--- src/design/rc4_pkg.sv ---
package rc4_pkg;

   localparam int unsigned DATA_W            = 8;
   localparam int unsigned SBOX_DEPTH        = 256;
   localparam int unsigned KEY_BYTES_MAX     = 16;
   localparam int unsigned KEY_BYTES_DEFAULT = 16;
   localparam int unsigned KIDX_W            = 4;
   localparam int unsigned KEY_W             = KEY_BYTES_MAX * DATA_W;
   localparam int unsigned CSR_IDX_W         = 2;
   localparam int unsigned CSR_DATA_W        = 64;

   localparam logic [CSR_IDX_W-1:0] CSR_KEY_LO = 2'd0;
   localparam logic [CSR_IDX_W-1:0] CSR_KEY_HI = 2'd1;

   // datapath operations, one per controller step
   typedef enum logic [3:0] {
      OP_NONE   = 4'd0,
      OP_FILL   = 4'd1,
      OP_K_RD_I = 4'd2,
      OP_K_RD_J = 4'd3,
      OP_K_WR_J = 4'd4,
      OP_K_WR_I = 4'd5,
      OP_G_RD_I = 4'd6,
      OP_G_RD_J = 4'd7,
      OP_G_WR_I = 4'd8,
      OP_G_WR_J = 4'd9,
      OP_G_RD_T = 4'd10,
      OP_G_KS   = 4'd11
   } rc4_op_type;

   typedef struct packed {
      rc4_op_type op;
      logic       cap_in;
      logic       out_load;
   } rc4_cmd_type;

endpackage

--- src/design/rc4_if.sv ---
interface rc4_req_if;
   logic                      valid;
   logic                      ready;
   logic [rc4_pkg::DATA_W-1:0] data_byte;
   logic                      last_byte;

   modport source (output valid, output data_byte, output last_byte, input ready);
   modport sink   (input valid, input data_byte, input last_byte, output ready);
endinterface

interface rc4_rsp_if;
   logic                      valid;
   logic                      ready;
   logic [rc4_pkg::DATA_W-1:0] out_byte;
   logic                      out_last;

   modport source (output valid, output out_byte, output out_last, input ready);
   modport sink   (input valid, input out_byte, input out_last, output ready);
endinterface

interface rc4_csr_if;
   logic                          valid;
   logic                          ready;
   logic [rc4_pkg::CSR_IDX_W-1:0]  index;
   logic [rc4_pkg::CSR_DATA_W-1:0] data;

   modport source (output valid, output index, output data, input ready);
   modport sink   (input valid, input index, input data, output ready);
endinterface

--- src/design/rc4_datapath.sv ---
module rc4_datapath #(
   parameter int unsigned KEY_BYTES = rc4_pkg::KEY_BYTES_DEFAULT
) (
   input  logic                           clock,
   input  logic                           reset,
   input  rc4_pkg::rc4_cmd_type           cmd,
   output logic                           cnt_last,
   input  logic [rc4_pkg::DATA_W-1:0]     req_data,
   input  logic                           req_last,
   input  logic                           csr_we,
   input  logic [rc4_pkg::CSR_IDX_W-1:0]  csr_index,
   input  logic [rc4_pkg::CSR_DATA_W-1:0] csr_data,
   output logic [rc4_pkg::DATA_W-1:0]     out_byte,
   output logic                           out_last
);

   localparam int unsigned DW = rc4_pkg::DATA_W;
   localparam int unsigned KW = rc4_pkg::KIDX_W;

   logic [DW-1:0] sbox_mem [rc4_pkg::SBOX_DEPTH];
   logic [DW-1:0] rdata_ff;

   logic [DW-1:0] cnt_ff,  cnt_in;
   logic [KW-1:0] kidx_ff, kidx_in;
   logic [DW-1:0] i_ff,    i_in;
   logic [DW-1:0] j_ff,    j_in;
   logic [DW-1:0] si_ff,   si_in;
   logic [DW-1:0] sj_ff,   sj_in;
   logic [DW-1:0] ks_ff,   ks_in;
   logic [DW-1:0] data_ff, data_in;
   logic          last_ff, last_in;
   logic [DW-1:0] obyte_ff, obyte_in;
   logic          olast_ff, olast_in;
   logic [rc4_pkg::CSR_DATA_W-1:0] key_lo_ff, key_lo_in;
   logic [rc4_pkg::CSR_DATA_W-1:0] key_hi_ff, key_hi_in;

   logic [rc4_pkg::KEY_W-1:0] key_w;
   logic [DW-1:0] key_byte;
   logic [DW-1:0] jsum;
   logic [DW-1:0] jkey;
   logic [DW-1:0] i_next;
   logic [DW-1:0] t_addr;
   logic [KW-1:0] kidx_next;
   logic          mem_we;
   logic [DW-1:0] waddr;
   logic [DW-1:0] wdata;
   logic [DW-1:0] raddr;

   assign key_w    = {key_hi_ff, key_lo_ff};
   assign key_byte = key_w[{kidx_ff, 3'b000} +: DW];
   assign jsum     = DW'(j_ff + rdata_ff);
   assign jkey     = DW'(jsum + key_byte);
   assign i_next   = DW'(i_ff + 1'b1);
   assign t_addr   = DW'(si_ff + sj_ff);
   assign cnt_last = (cnt_ff == {DW{1'b1}});
   assign kidx_next = (kidx_ff == KW'(KEY_BYTES - 1)) ? '0 : KW'(kidx_ff + 1'b1);

   // memory port steering
   always_comb begin
      mem_we = 1'b0;
      waddr  = cnt_ff;
      wdata  = cnt_ff;
      raddr  = cnt_ff;
      unique case (cmd.op)
         rc4_pkg::OP_FILL:   mem_we = 1'b1;
         rc4_pkg::OP_K_RD_J: raddr = jkey;
         rc4_pkg::OP_K_WR_J: begin
            mem_we = 1'b1;
            waddr  = j_ff;
            wdata  = si_ff;
         end
         rc4_pkg::OP_K_WR_I: begin
            mem_we = 1'b1;
            wdata  = sj_ff;
         end
         rc4_pkg::OP_G_RD_I: raddr = i_next;
         rc4_pkg::OP_G_RD_J: raddr = jsum;
         rc4_pkg::OP_G_WR_I: begin
            mem_we = 1'b1;
            waddr  = i_ff;
            wdata  = rdata_ff;
         end
         rc4_pkg::OP_G_WR_J: begin
            mem_we = 1'b1;
            waddr  = j_ff;
            wdata  = si_ff;
         end
         rc4_pkg::OP_G_RD_T: raddr = t_addr;
         default: ;
      endcase
   end

   always_comb begin
      cnt_in   = cnt_ff;
      kidx_in  = kidx_ff;
      i_in     = i_ff;
      j_in     = j_ff;
      si_in    = si_ff;
      sj_in    = sj_ff;
      ks_in    = ks_ff;
      data_in  = data_ff;
      last_in  = last_ff;
      obyte_in = obyte_ff;
      olast_in = olast_ff;
      key_lo_in = key_lo_ff;
      key_hi_in = key_hi_ff;

      if (csr_we && csr_index == rc4_pkg::CSR_KEY_LO) key_lo_in = csr_data;
      if (csr_we && csr_index == rc4_pkg::CSR_KEY_HI) key_hi_in = csr_data;

      if (cmd.cap_in) begin
         data_in = req_data;
         last_in = req_last;
      end
      if (cmd.out_load) begin
         obyte_in = data_ff ^ ks_ff;
         olast_in = last_ff;
      end

      unique case (cmd.op)
         rc4_pkg::OP_FILL: begin
            cnt_in  = DW'(cnt_ff + 1'b1);
            kidx_in = '0;
            i_in    = '0;
            j_in    = '0;
         end
         rc4_pkg::OP_K_RD_J: begin
            j_in  = jkey;
            si_in = rdata_ff;
         end
         rc4_pkg::OP_K_WR_J: sj_in = rdata_ff;
         rc4_pkg::OP_K_WR_I: begin
            cnt_in  = DW'(cnt_ff + 1'b1);
            kidx_in = kidx_next;
            if (cnt_last) j_in = '0;
         end
         rc4_pkg::OP_G_RD_I: i_in = i_next;
         rc4_pkg::OP_G_RD_J: begin
            j_in  = jsum;
            si_in = rdata_ff;
         end
         rc4_pkg::OP_G_WR_I: sj_in = rdata_ff;
         rc4_pkg::OP_G_KS:   ks_in = rdata_ff;
         default: ;
      endcase
   end

   always_ff @(posedge clock) begin
      if (mem_we) sbox_mem[waddr] <= wdata;
      rdata_ff <= sbox_mem[raddr];
   end

   always_ff @(posedge clock) begin
      if (reset) begin
         cnt_ff    <= '0;
         kidx_ff   <= '0;
         i_ff      <= '0;
         j_ff      <= '0;
         key_lo_ff <= '0;
         key_hi_ff <= '0;
      end else begin
         cnt_ff    <= cnt_in;
         kidx_ff   <= kidx_in;
         i_ff      <= i_in;
         j_ff      <= j_in;
         key_lo_ff <= key_lo_in;
         key_hi_ff <= key_hi_in;
      end
   end

   always_ff @(posedge clock) begin
      si_ff    <= si_in;
      sj_ff    <= sj_in;
      ks_ff    <= ks_in;
      data_ff  <= data_in;
      last_ff  <= last_in;
      obyte_ff <= obyte_in;
      olast_ff <= olast_in;
   end

   assign out_byte = obyte_ff;
   assign out_last = olast_ff;

endmodule

--- src/design/rc4_ctrl.sv ---
module rc4_ctrl (
   input  logic                 clock,
   input  logic                 reset,
   input  logic                 req_valid,
   input  logic                 req_last,
   output logic                 req_ready,
   output logic                 rsp_valid,
   input  logic                 rsp_ready,
   input  logic                 cnt_last,
   output rc4_pkg::rc4_cmd_type cmd
);

   typedef enum logic [12:0] {
      ST_IDLE   = 13'b0000000000001,
      ST_FILL   = 13'b0000000000010,
      ST_K_RD_I = 13'b0000000000100,
      ST_K_RD_J = 13'b0000000001000,
      ST_K_WR_J = 13'b0000000010000,
      ST_K_WR_I = 13'b0000000100000,
      ST_G_RD_I = 13'b0000001000000,
      ST_G_RD_J = 13'b0000010000000,
      ST_G_WR_I = 13'b0000100000000,
      ST_G_WR_J = 13'b0001000000000,
      ST_G_RD_T = 13'b0010000000000,
      ST_G_KS   = 13'b0100000000000,
      ST_G_OUT  = 13'b1000000000000
   } rc4_state_type;

   rc4_state_type state_ff, state_in;
   logic          need_ff,  need_in;
   logic          rsp_valid_ff, rsp_valid_in;
   logic          accept;

   assign req_ready = (state_ff == ST_IDLE);
   assign accept    = req_valid && req_ready;
   assign rsp_valid = rsp_valid_ff;

   always_comb begin
      state_in     = state_ff;
      need_in      = need_ff;
      rsp_valid_in = rsp_valid_ff && !rsp_ready;
      cmd.op       = rc4_pkg::OP_NONE;
      cmd.cap_in   = 1'b0;
      cmd.out_load = 1'b0;

      unique case (state_ff)
         ST_IDLE: begin
            if (accept) begin
               cmd.cap_in = 1'b1;
               need_in    = req_last;
               state_in   = need_ff ? ST_FILL : ST_G_RD_I;
            end
         end
         ST_FILL: begin
            cmd.op = rc4_pkg::OP_FILL;
            if (cnt_last) state_in = ST_K_RD_I;
         end
         ST_K_RD_I: begin
            cmd.op   = rc4_pkg::OP_K_RD_I;
            state_in = ST_K_RD_J;
         end
         ST_K_RD_J: begin
            cmd.op   = rc4_pkg::OP_K_RD_J;
            state_in = ST_K_WR_J;
         end
         ST_K_WR_J: begin
            cmd.op   = rc4_pkg::OP_K_WR_J;
            state_in = ST_K_WR_I;
         end
         ST_K_WR_I: begin
            cmd.op   = rc4_pkg::OP_K_WR_I;
            state_in = cnt_last ? ST_G_RD_I : ST_K_RD_I;
         end
         ST_G_RD_I: begin
            cmd.op   = rc4_pkg::OP_G_RD_I;
            state_in = ST_G_RD_J;
         end
         ST_G_RD_J: begin
            cmd.op   = rc4_pkg::OP_G_RD_J;
            state_in = ST_G_WR_I;
         end
         ST_G_WR_I: begin
            cmd.op   = rc4_pkg::OP_G_WR_I;
            state_in = ST_G_WR_J;
         end
         ST_G_WR_J: begin
            cmd.op   = rc4_pkg::OP_G_WR_J;
            state_in = ST_G_RD_T;
         end
         ST_G_RD_T: begin
            cmd.op   = rc4_pkg::OP_G_RD_T;
            state_in = ST_G_KS;
         end
         ST_G_KS: begin
            cmd.op   = rc4_pkg::OP_G_KS;
            state_in = ST_G_OUT;
         end
         ST_G_OUT: begin
            // hold until the output register is free
            if (!rsp_valid_ff || rsp_ready) begin
               cmd.out_load = 1'b1;
               rsp_valid_in = 1'b1;
               state_in     = ST_IDLE;
            end
         end
         default: state_in = ST_IDLE;
      endcase
   end

   always_ff @(posedge clock) begin
      if (reset) begin
         state_ff     <= ST_IDLE;
         need_ff      <= 1'b1;
         rsp_valid_ff <= 1'b0;
      end else begin
         state_ff     <= state_in;
         need_ff      <= need_in;
         rsp_valid_ff <= rsp_valid_in;
      end
   end

endmodule

--- src/design/rc4_stream_cipher.sv ---
// RC4 stream cipher, byte at a time.
// Channels: req_bus takes one request per message byte (data_byte, last_byte);
// rsp_bus returns out_byte = data_byte XOR keystream and out_last, one result
// per request, in order. csr_bus writes the key: index 0 is key_lo (bytes 0..7),
// index 1 is key_hi (bytes 8..15); other indexes are dropped. csr_bus is always
// ready; write the key only while no request is in flight.
// Flow: a request is taken only while the controller idles. The first byte
// of a message first runs the key schedule: fill the S-box with the identity,
// then swap each entry with S[j]. Each byte then runs the generator steps up
// to the output register load before the next request can be taken. The
// steps run one by one on the single S-box memory: one read and one write per
// cycle, with each access depending on the data of the one before.
// Reset: clears the key, both indices and the output valid, and marks that the
// next byte starts a message. S-box contents are not cleared; the schedule
// rewrites them before use.
// Stall: a finished result sits in the output register; the next request is
// accepted and processed, and its result waits until rsp_bus.ready drains it.
module rc4_stream_cipher #(
   parameter int unsigned KEY_BYTES = rc4_pkg::KEY_BYTES_DEFAULT
) (
   input  logic      clock,
   input  logic      reset,
   rc4_req_if.sink   req_bus,
   rc4_rsp_if.source rsp_bus,
   rc4_csr_if.sink   csr_bus
);

   rc4_pkg::rc4_cmd_type cmd;
   logic                 cnt_last;

   // key registers never stall a write
   assign csr_bus.ready = 1'b1;

   // sequencer: schedule and per-byte generator steps
   rc4_ctrl u_ctrl (
      .clock     (clock),
      .reset     (reset),
      .req_valid (req_bus.valid),
      .req_last  (req_bus.last_byte),
      .req_ready (req_bus.ready),
      .rsp_valid (rsp_bus.valid),
      .rsp_ready (rsp_bus.ready),
      .cnt_last  (cnt_last),
      .cmd       (cmd)
   );

   // S-box memory, indices, key and output register
   rc4_datapath #(
      .KEY_BYTES (KEY_BYTES)
   ) u_datapath (
      .clock     (clock),
      .reset     (reset),
      .cmd       (cmd),
      .cnt_last  (cnt_last),
      .req_data  (req_bus.data_byte),
      .req_last  (req_bus.last_byte),
      .csr_we    (csr_bus.valid),
      .csr_index (csr_bus.index),
      .csr_data  (csr_bus.data),
      .out_byte  (rsp_bus.out_byte),
      .out_last  (rsp_bus.out_last)
   );

endmodule

--- src/flat_wrapper.sv ---
// flat-port wrapper written by rule: the top's interface ports become plain ports
module rc4_stream_cipher_flat 
#(
   parameter int unsigned KEY_BYTES = rc4_pkg::KEY_BYTES_DEFAULT
)
  (clock, reset, req_bus_valid, req_bus_data_byte, req_bus_last_byte, req_bus_ready, rsp_bus_valid, rsp_bus_out_byte, rsp_bus_out_last, rsp_bus_ready, csr_bus_valid, csr_bus_index, csr_bus_data, csr_bus_ready);
  rc4_req_if req_bus_i ();
  rc4_rsp_if rsp_bus_i ();
  rc4_csr_if csr_bus_i ();
  input  logic clock;
  input  logic reset;
  input wire logic [$bits(req_bus_i.valid)-1:0] req_bus_valid;
  input wire logic [$bits(req_bus_i.data_byte)-1:0] req_bus_data_byte;
  input wire logic [$bits(req_bus_i.last_byte)-1:0] req_bus_last_byte;
  output wire logic [$bits(req_bus_i.ready)-1:0] req_bus_ready;
  output wire logic [$bits(rsp_bus_i.valid)-1:0] rsp_bus_valid;
  output wire logic [$bits(rsp_bus_i.out_byte)-1:0] rsp_bus_out_byte;
  output wire logic [$bits(rsp_bus_i.out_last)-1:0] rsp_bus_out_last;
  input wire logic [$bits(rsp_bus_i.ready)-1:0] rsp_bus_ready;
  input wire logic [$bits(csr_bus_i.valid)-1:0] csr_bus_valid;
  input wire logic [$bits(csr_bus_i.index)-1:0] csr_bus_index;
  input wire logic [$bits(csr_bus_i.data)-1:0] csr_bus_data;
  output wire logic [$bits(csr_bus_i.ready)-1:0] csr_bus_ready;
  assign req_bus_i.valid = req_bus_valid;
  assign req_bus_i.data_byte = req_bus_data_byte;
  assign req_bus_i.last_byte = req_bus_last_byte;
  assign req_bus_ready = req_bus_i.ready;
  assign rsp_bus_valid = rsp_bus_i.valid;
  assign rsp_bus_out_byte = rsp_bus_i.out_byte;
  assign rsp_bus_out_last = rsp_bus_i.out_last;
  assign rsp_bus_i.ready = rsp_bus_ready;
  assign csr_bus_i.valid = csr_bus_valid;
  assign csr_bus_i.index = csr_bus_index;
  assign csr_bus_i.data = csr_bus_data;
  assign csr_bus_ready = csr_bus_i.ready;
  rc4_stream_cipher #(.KEY_BYTES(KEY_BYTES)) u_core (.clock(clock), .reset(reset), .req_bus(req_bus_i), .rsp_bus(rsp_bus_i), .csr_bus(csr_bus_i));
endmodule
--- config.mk ---
export PLATFORM = sky130hd
export DESIGN_NAME = rc4_stream_cipher_flat
export DESIGN_NICKNAME = d
export VERILOG_FILES = /design/src/design/rc4_pkg.sv /design/src/design/rc4_if.sv /design/src/design/rc4_datapath.sv /design/src/design/rc4_ctrl.sv /design/src/design/rc4_stream_cipher.sv /design/src/flat_wrapper.sv
export SDC_FILE = /design/constraint.sdc
export NUM_CORES = 2
export LEC_CHECK = 0
export CAP_MARGIN = 0
export CORE_ASPECT_RATIO = 0.5
export CORE_MARGIN = 2
export CORE_UTILIZATION = 42
export DETAILED_ROUTE_END_ITERATION = 8
export DONT_BUFFER_PORTS = 1
export SLEW_MARGIN = 5
export SYNTH_ARGS = -nofsm -noshare
export SYNTH_HDL_FRONTEND = slang
export SYNTH_SLANG_ARGS = --single-unit
--- constraint.sdc ---
create_clock -name clock -period 8.4 [get_ports clock]
set_clock_uncertainty 0.05 [all_clocks]
set_input_delay 0.42 -clock clock [delete_from_list [all_inputs] [get_ports clock]]
set_output_delay 0.42 -clock clock [all_outputs]
set_load 0.01 [all_outputs]
==> summary.md <==
| Metric | Value |
|---|---|
| Post-synth EDFFs | 2090 |
| TNS Setup | 0 ns |
| Min Tclk post-route | 7.11 ns |
| Row cnt | 120 |
| Critical Path AT | about 7.8 ns |
| Share of layout cells above drive strength 1 | 0.0695 |
| Initial Utilization | 0.423 |
| Post-Route WL | 260 mm |
| H-tree Lvls | 4 |
| Overall Power | 0.0225 W |
| CP Launch Type | register |
| Worst-margin pin slew | 1.39 ns |
| Ys async rst share | 0 |
| Net count after synthesis | 6995 |
| Placed instance count | 9393 |
| Worst R2R Setup Slack | 1.29 ns |
| Core ar. | 0.214 sq mm |
| Final setup violation count | 0 |
| Critical path's largest stage delay | 1.20 ns |
| Via/cell ratio | 5.91 |
| Req. time, crit path | 9.06 ns |
| Crit path kind | register to register |
| RSZ-0062 raised after global routing | false |
| Most frequent cell after synthesis | edfxtp_1 |
| Cell Area, Synth | ~0.091 sq mm |
| YS warnings | 0 |
| Initial DRT Pass Iterations | 7 |
| Overall global routing resource usage | 0.231 |
| Syn Area/Cell | approximately 13 sq um |
| Max VDD drop | about 160 uV |
| Status | finished clean |
| Post-synthesis cell type with the largest combined area | edfxtp_1 |
| Die Span Y | 333 um |
| Clock Latency Late Sink | around 0.88 ns |
| Leak pwr | 32.3 nW |
| Gr ovfl total | 0 |
| Port bufs | 0 |
| # IOs | between 90 and 100 |
| DP HPWL | 150 mm |
| Hold slack | 0.0297 ns |
| Via count | 58200 |
| Layout area overhead | 10.8% |
| Die ar. | 0.220 sq mm |
| CP Buf/Inv Count | 1 |
| Sequential area share after synthesis | 0.732 |
| CTS max path bufs | 4 |
| Clock transition at path regs | 0.06 ns |
| Worst setup path startpoint | u_core.u_datapath.kidx_ff[0]$_SDFFE_PP0P_ |
| PwrDens | about 220 mW/mm^2 |
| Die X-Extent | 661 um |
| Most used DFF post-synth | edfxtp_1 |
| F_max | 141 MHz |
| Share of the synthesized area in the top cell type | 0.692 |
| Post-route DRC | 0 |
| Crit share post-route | 0.847 |
| Non-Filler Instances | between 9000 and 10000 |
| Iter 0 DRT Violations | 8312 |
| Critical-path maximum fanout | between 100 and 150 |
| Hold Startpoint | reset |
| Routability cong. | 0.861 |
| Max-Cap Viols | 0 |
| Clock sinks | 2269 |
| Cell Chain, Critical Path | mux4_2, mux4_2, ha_1, nor4bb_1, nand4_1, o211ai_1, a211oi_1, o21a_4, buf_12, mux2i_1, a32oi_1, nand4_1, nand3_1, nor4b_1, nor4_1 |
| Post-route ant nets | 0 |
| Pin count of the biggest net entering global routing | 233 |
| Synth cell count leaders | edfxtp_1, nand2_1, a21oi_1 |
| Cts bufs inserted | around 210 |
| Seq cells post-synth | between 2000 and 2500 |
| Post-synthesis cell type count | 93 |
| Synth area leaders | edfxtp_1, nand2_1, dfxtp_1 |
| Initial antenna violation count | 15 |
| Post-CTS Setup Repair Bufs | 0 |
| CP delay by family, top | simple AND/OR/NAND/NOR gates |
| Syn Inst Count | around 7000 |
| Slew Limit Fails | 0 |
| Clock Root Buffer | clkbuf_16 |
| Hold crit path type | input pin to register |
| CTS tree | yes |
| Vias in the first global route | 54067 |
| Critical-path top delay cell | nor4b_1 |
| Startpoint of the worst register-to-register path | u_core.u_datapath.kidx_ff[0]$_SDFFE_PP0P_ |
| Fin. Hold Viols | 0 |
| Relative slew slack | 0.0753 |
| Wire length per cell | 26.4 um |
| Setup crit end kind | register |
| First-pass GRT wire length | approximately 380 mm |
| Final #Nets | around 6900 |
==> metrics by stage <==
stage	utilization	area, sq um	setup slack [ns]
after detailed placement	0.435	93200	1.43
after global routing	0.469	100000	1.10
after global placement	0.435	93200	1.52
final	0.469	100000	1.29
after CTS	0.469	100000	1.45
after floorplan	-	90700	2.09
==> registers in the layout, summed over array words and instances (netlist names), 13 cells and up <==
register                     cells
u_core.u_ctrl.state_ff          13
u_core.u_datapath.key_hi_ff     64
u_core.u_datapath.key_lo_ff     64
u_core.u_datapath.sbox_mem    2048
==> where the power goes <==
group          switching [W]  internal [W]  total [W]
registers          0.0000413        0.0122     0.0123
logic               0.000693      0.000287   0.000980
clock network        0.00418       0.00509    0.00928
==> worst reg2reg max path: stages (launching register included) <==
cell      delay [ns]
dfxtp_2         0.73
mux4_2          0.59
mux4_2          0.52
ha_1            0.31
nor4bb_1        0.16
nand4_1         0.17
o211ai_1        0.11
a211oi_1        0.64
o21a_4          0.97
buf_12          0.55
mux2i_1         0.40
a32oi_1         0.07
nand4_1         0.19
nand3_1         0.25
nor4b_1         1.20
nor4_1          0.10
==> layout by cell type (no fill, tap or decap), types with 17 or more instances in the layout <==
cell type,Yosys,routed
edfxtp_1,2090,2090
nand2_1,1840,1833
a21oi_1,583,583
a32oi_1,337,337
nor2_1,320,319
nand3_1,316,316
clkbuf_16,0,215
dfxtp_1,179,178
nand4_1,148,148
buf_4,64,85
mux2i_1,82,82
a22oi_1,79,79
dlygate4sd3_1,0,76
a31oi_1,54,54
clkbuf_1,149,54
clkinv_1,0,49
and3_1,41,41
mux4_2,40,40
clkinv_2,0,31
buf_12,0,29
xor2_1,24,24
ha_1,24,24
nor3_1,18,18
xnor2_1,17,17
==> layout make-up <==
type	count	area, sq um
diodes	4	10.0
clock buffers	277	5690
clock inverters	102	788
fillers	18759	114000
inverters	13	48.8
multi-input cells	4130	22000
flip-flops and latches	2269	66300
well taps	2867	3590
repair buffers	191	2010
==> final timing paths <==
check | to | depth (start not counted)
max | u_core.u_datapath.rdata_ff[7]$_DFF_P_ | 15
max reg2reg | u_core.u_datapath.rdata_ff[7]$_DFF_P_ | 15
min | u_core.u_ctrl.state_ff[12]$_SDFFE_PP0P_ | 2
min reg2reg | u_core.u_datapath.out_last$_DFFE_PP_ | 0
==> cell families (layout without fill, tap and decap cells) <==
| kind of cell | Yosys count | in the layout | synth area share |
|---|---|---|---|
| xor gates and xnor gates | 41 | 41 | 0.00396 |
| adders and majority gates | 27 | 27 | 0.00398 |
| muxes | 122 | 122 | 0.0190 |
| AOI/OAI and AO/OA | 1149 | 1149 | 0.0839 |
| and+or+nand+nor | 2790 | 2790 | 0.130 |
| buffers and inverters | 489 | 583 | 0.0272 |
| DFF | 2269 | 2269 | 0.732 |
| other | 1 | 5 | 0.0000414 |
==> what timing repair did <==
| action | CTS | global route |
|---|---|---|
| hold endpoints to repair | 181 | 0 |
| gates resized for setup | 0 | 0 |
| hold buffers | 77 | 0 |
==> routing by layer <==
metal | vias to the layer above | GRT usage | part of all wire
met3 | 361 | 0.0463 | 0.10
li1 | 25542 | - | -
met1 | 29471 | 0.341 | 0.43
met4 | 8 | 0.0562 | 0.023
met2 | 2818 | 0.349 | 0.45
met5 | - | 0 | 0.00021
Note: power is estimated with default switching activity, not from simulation.
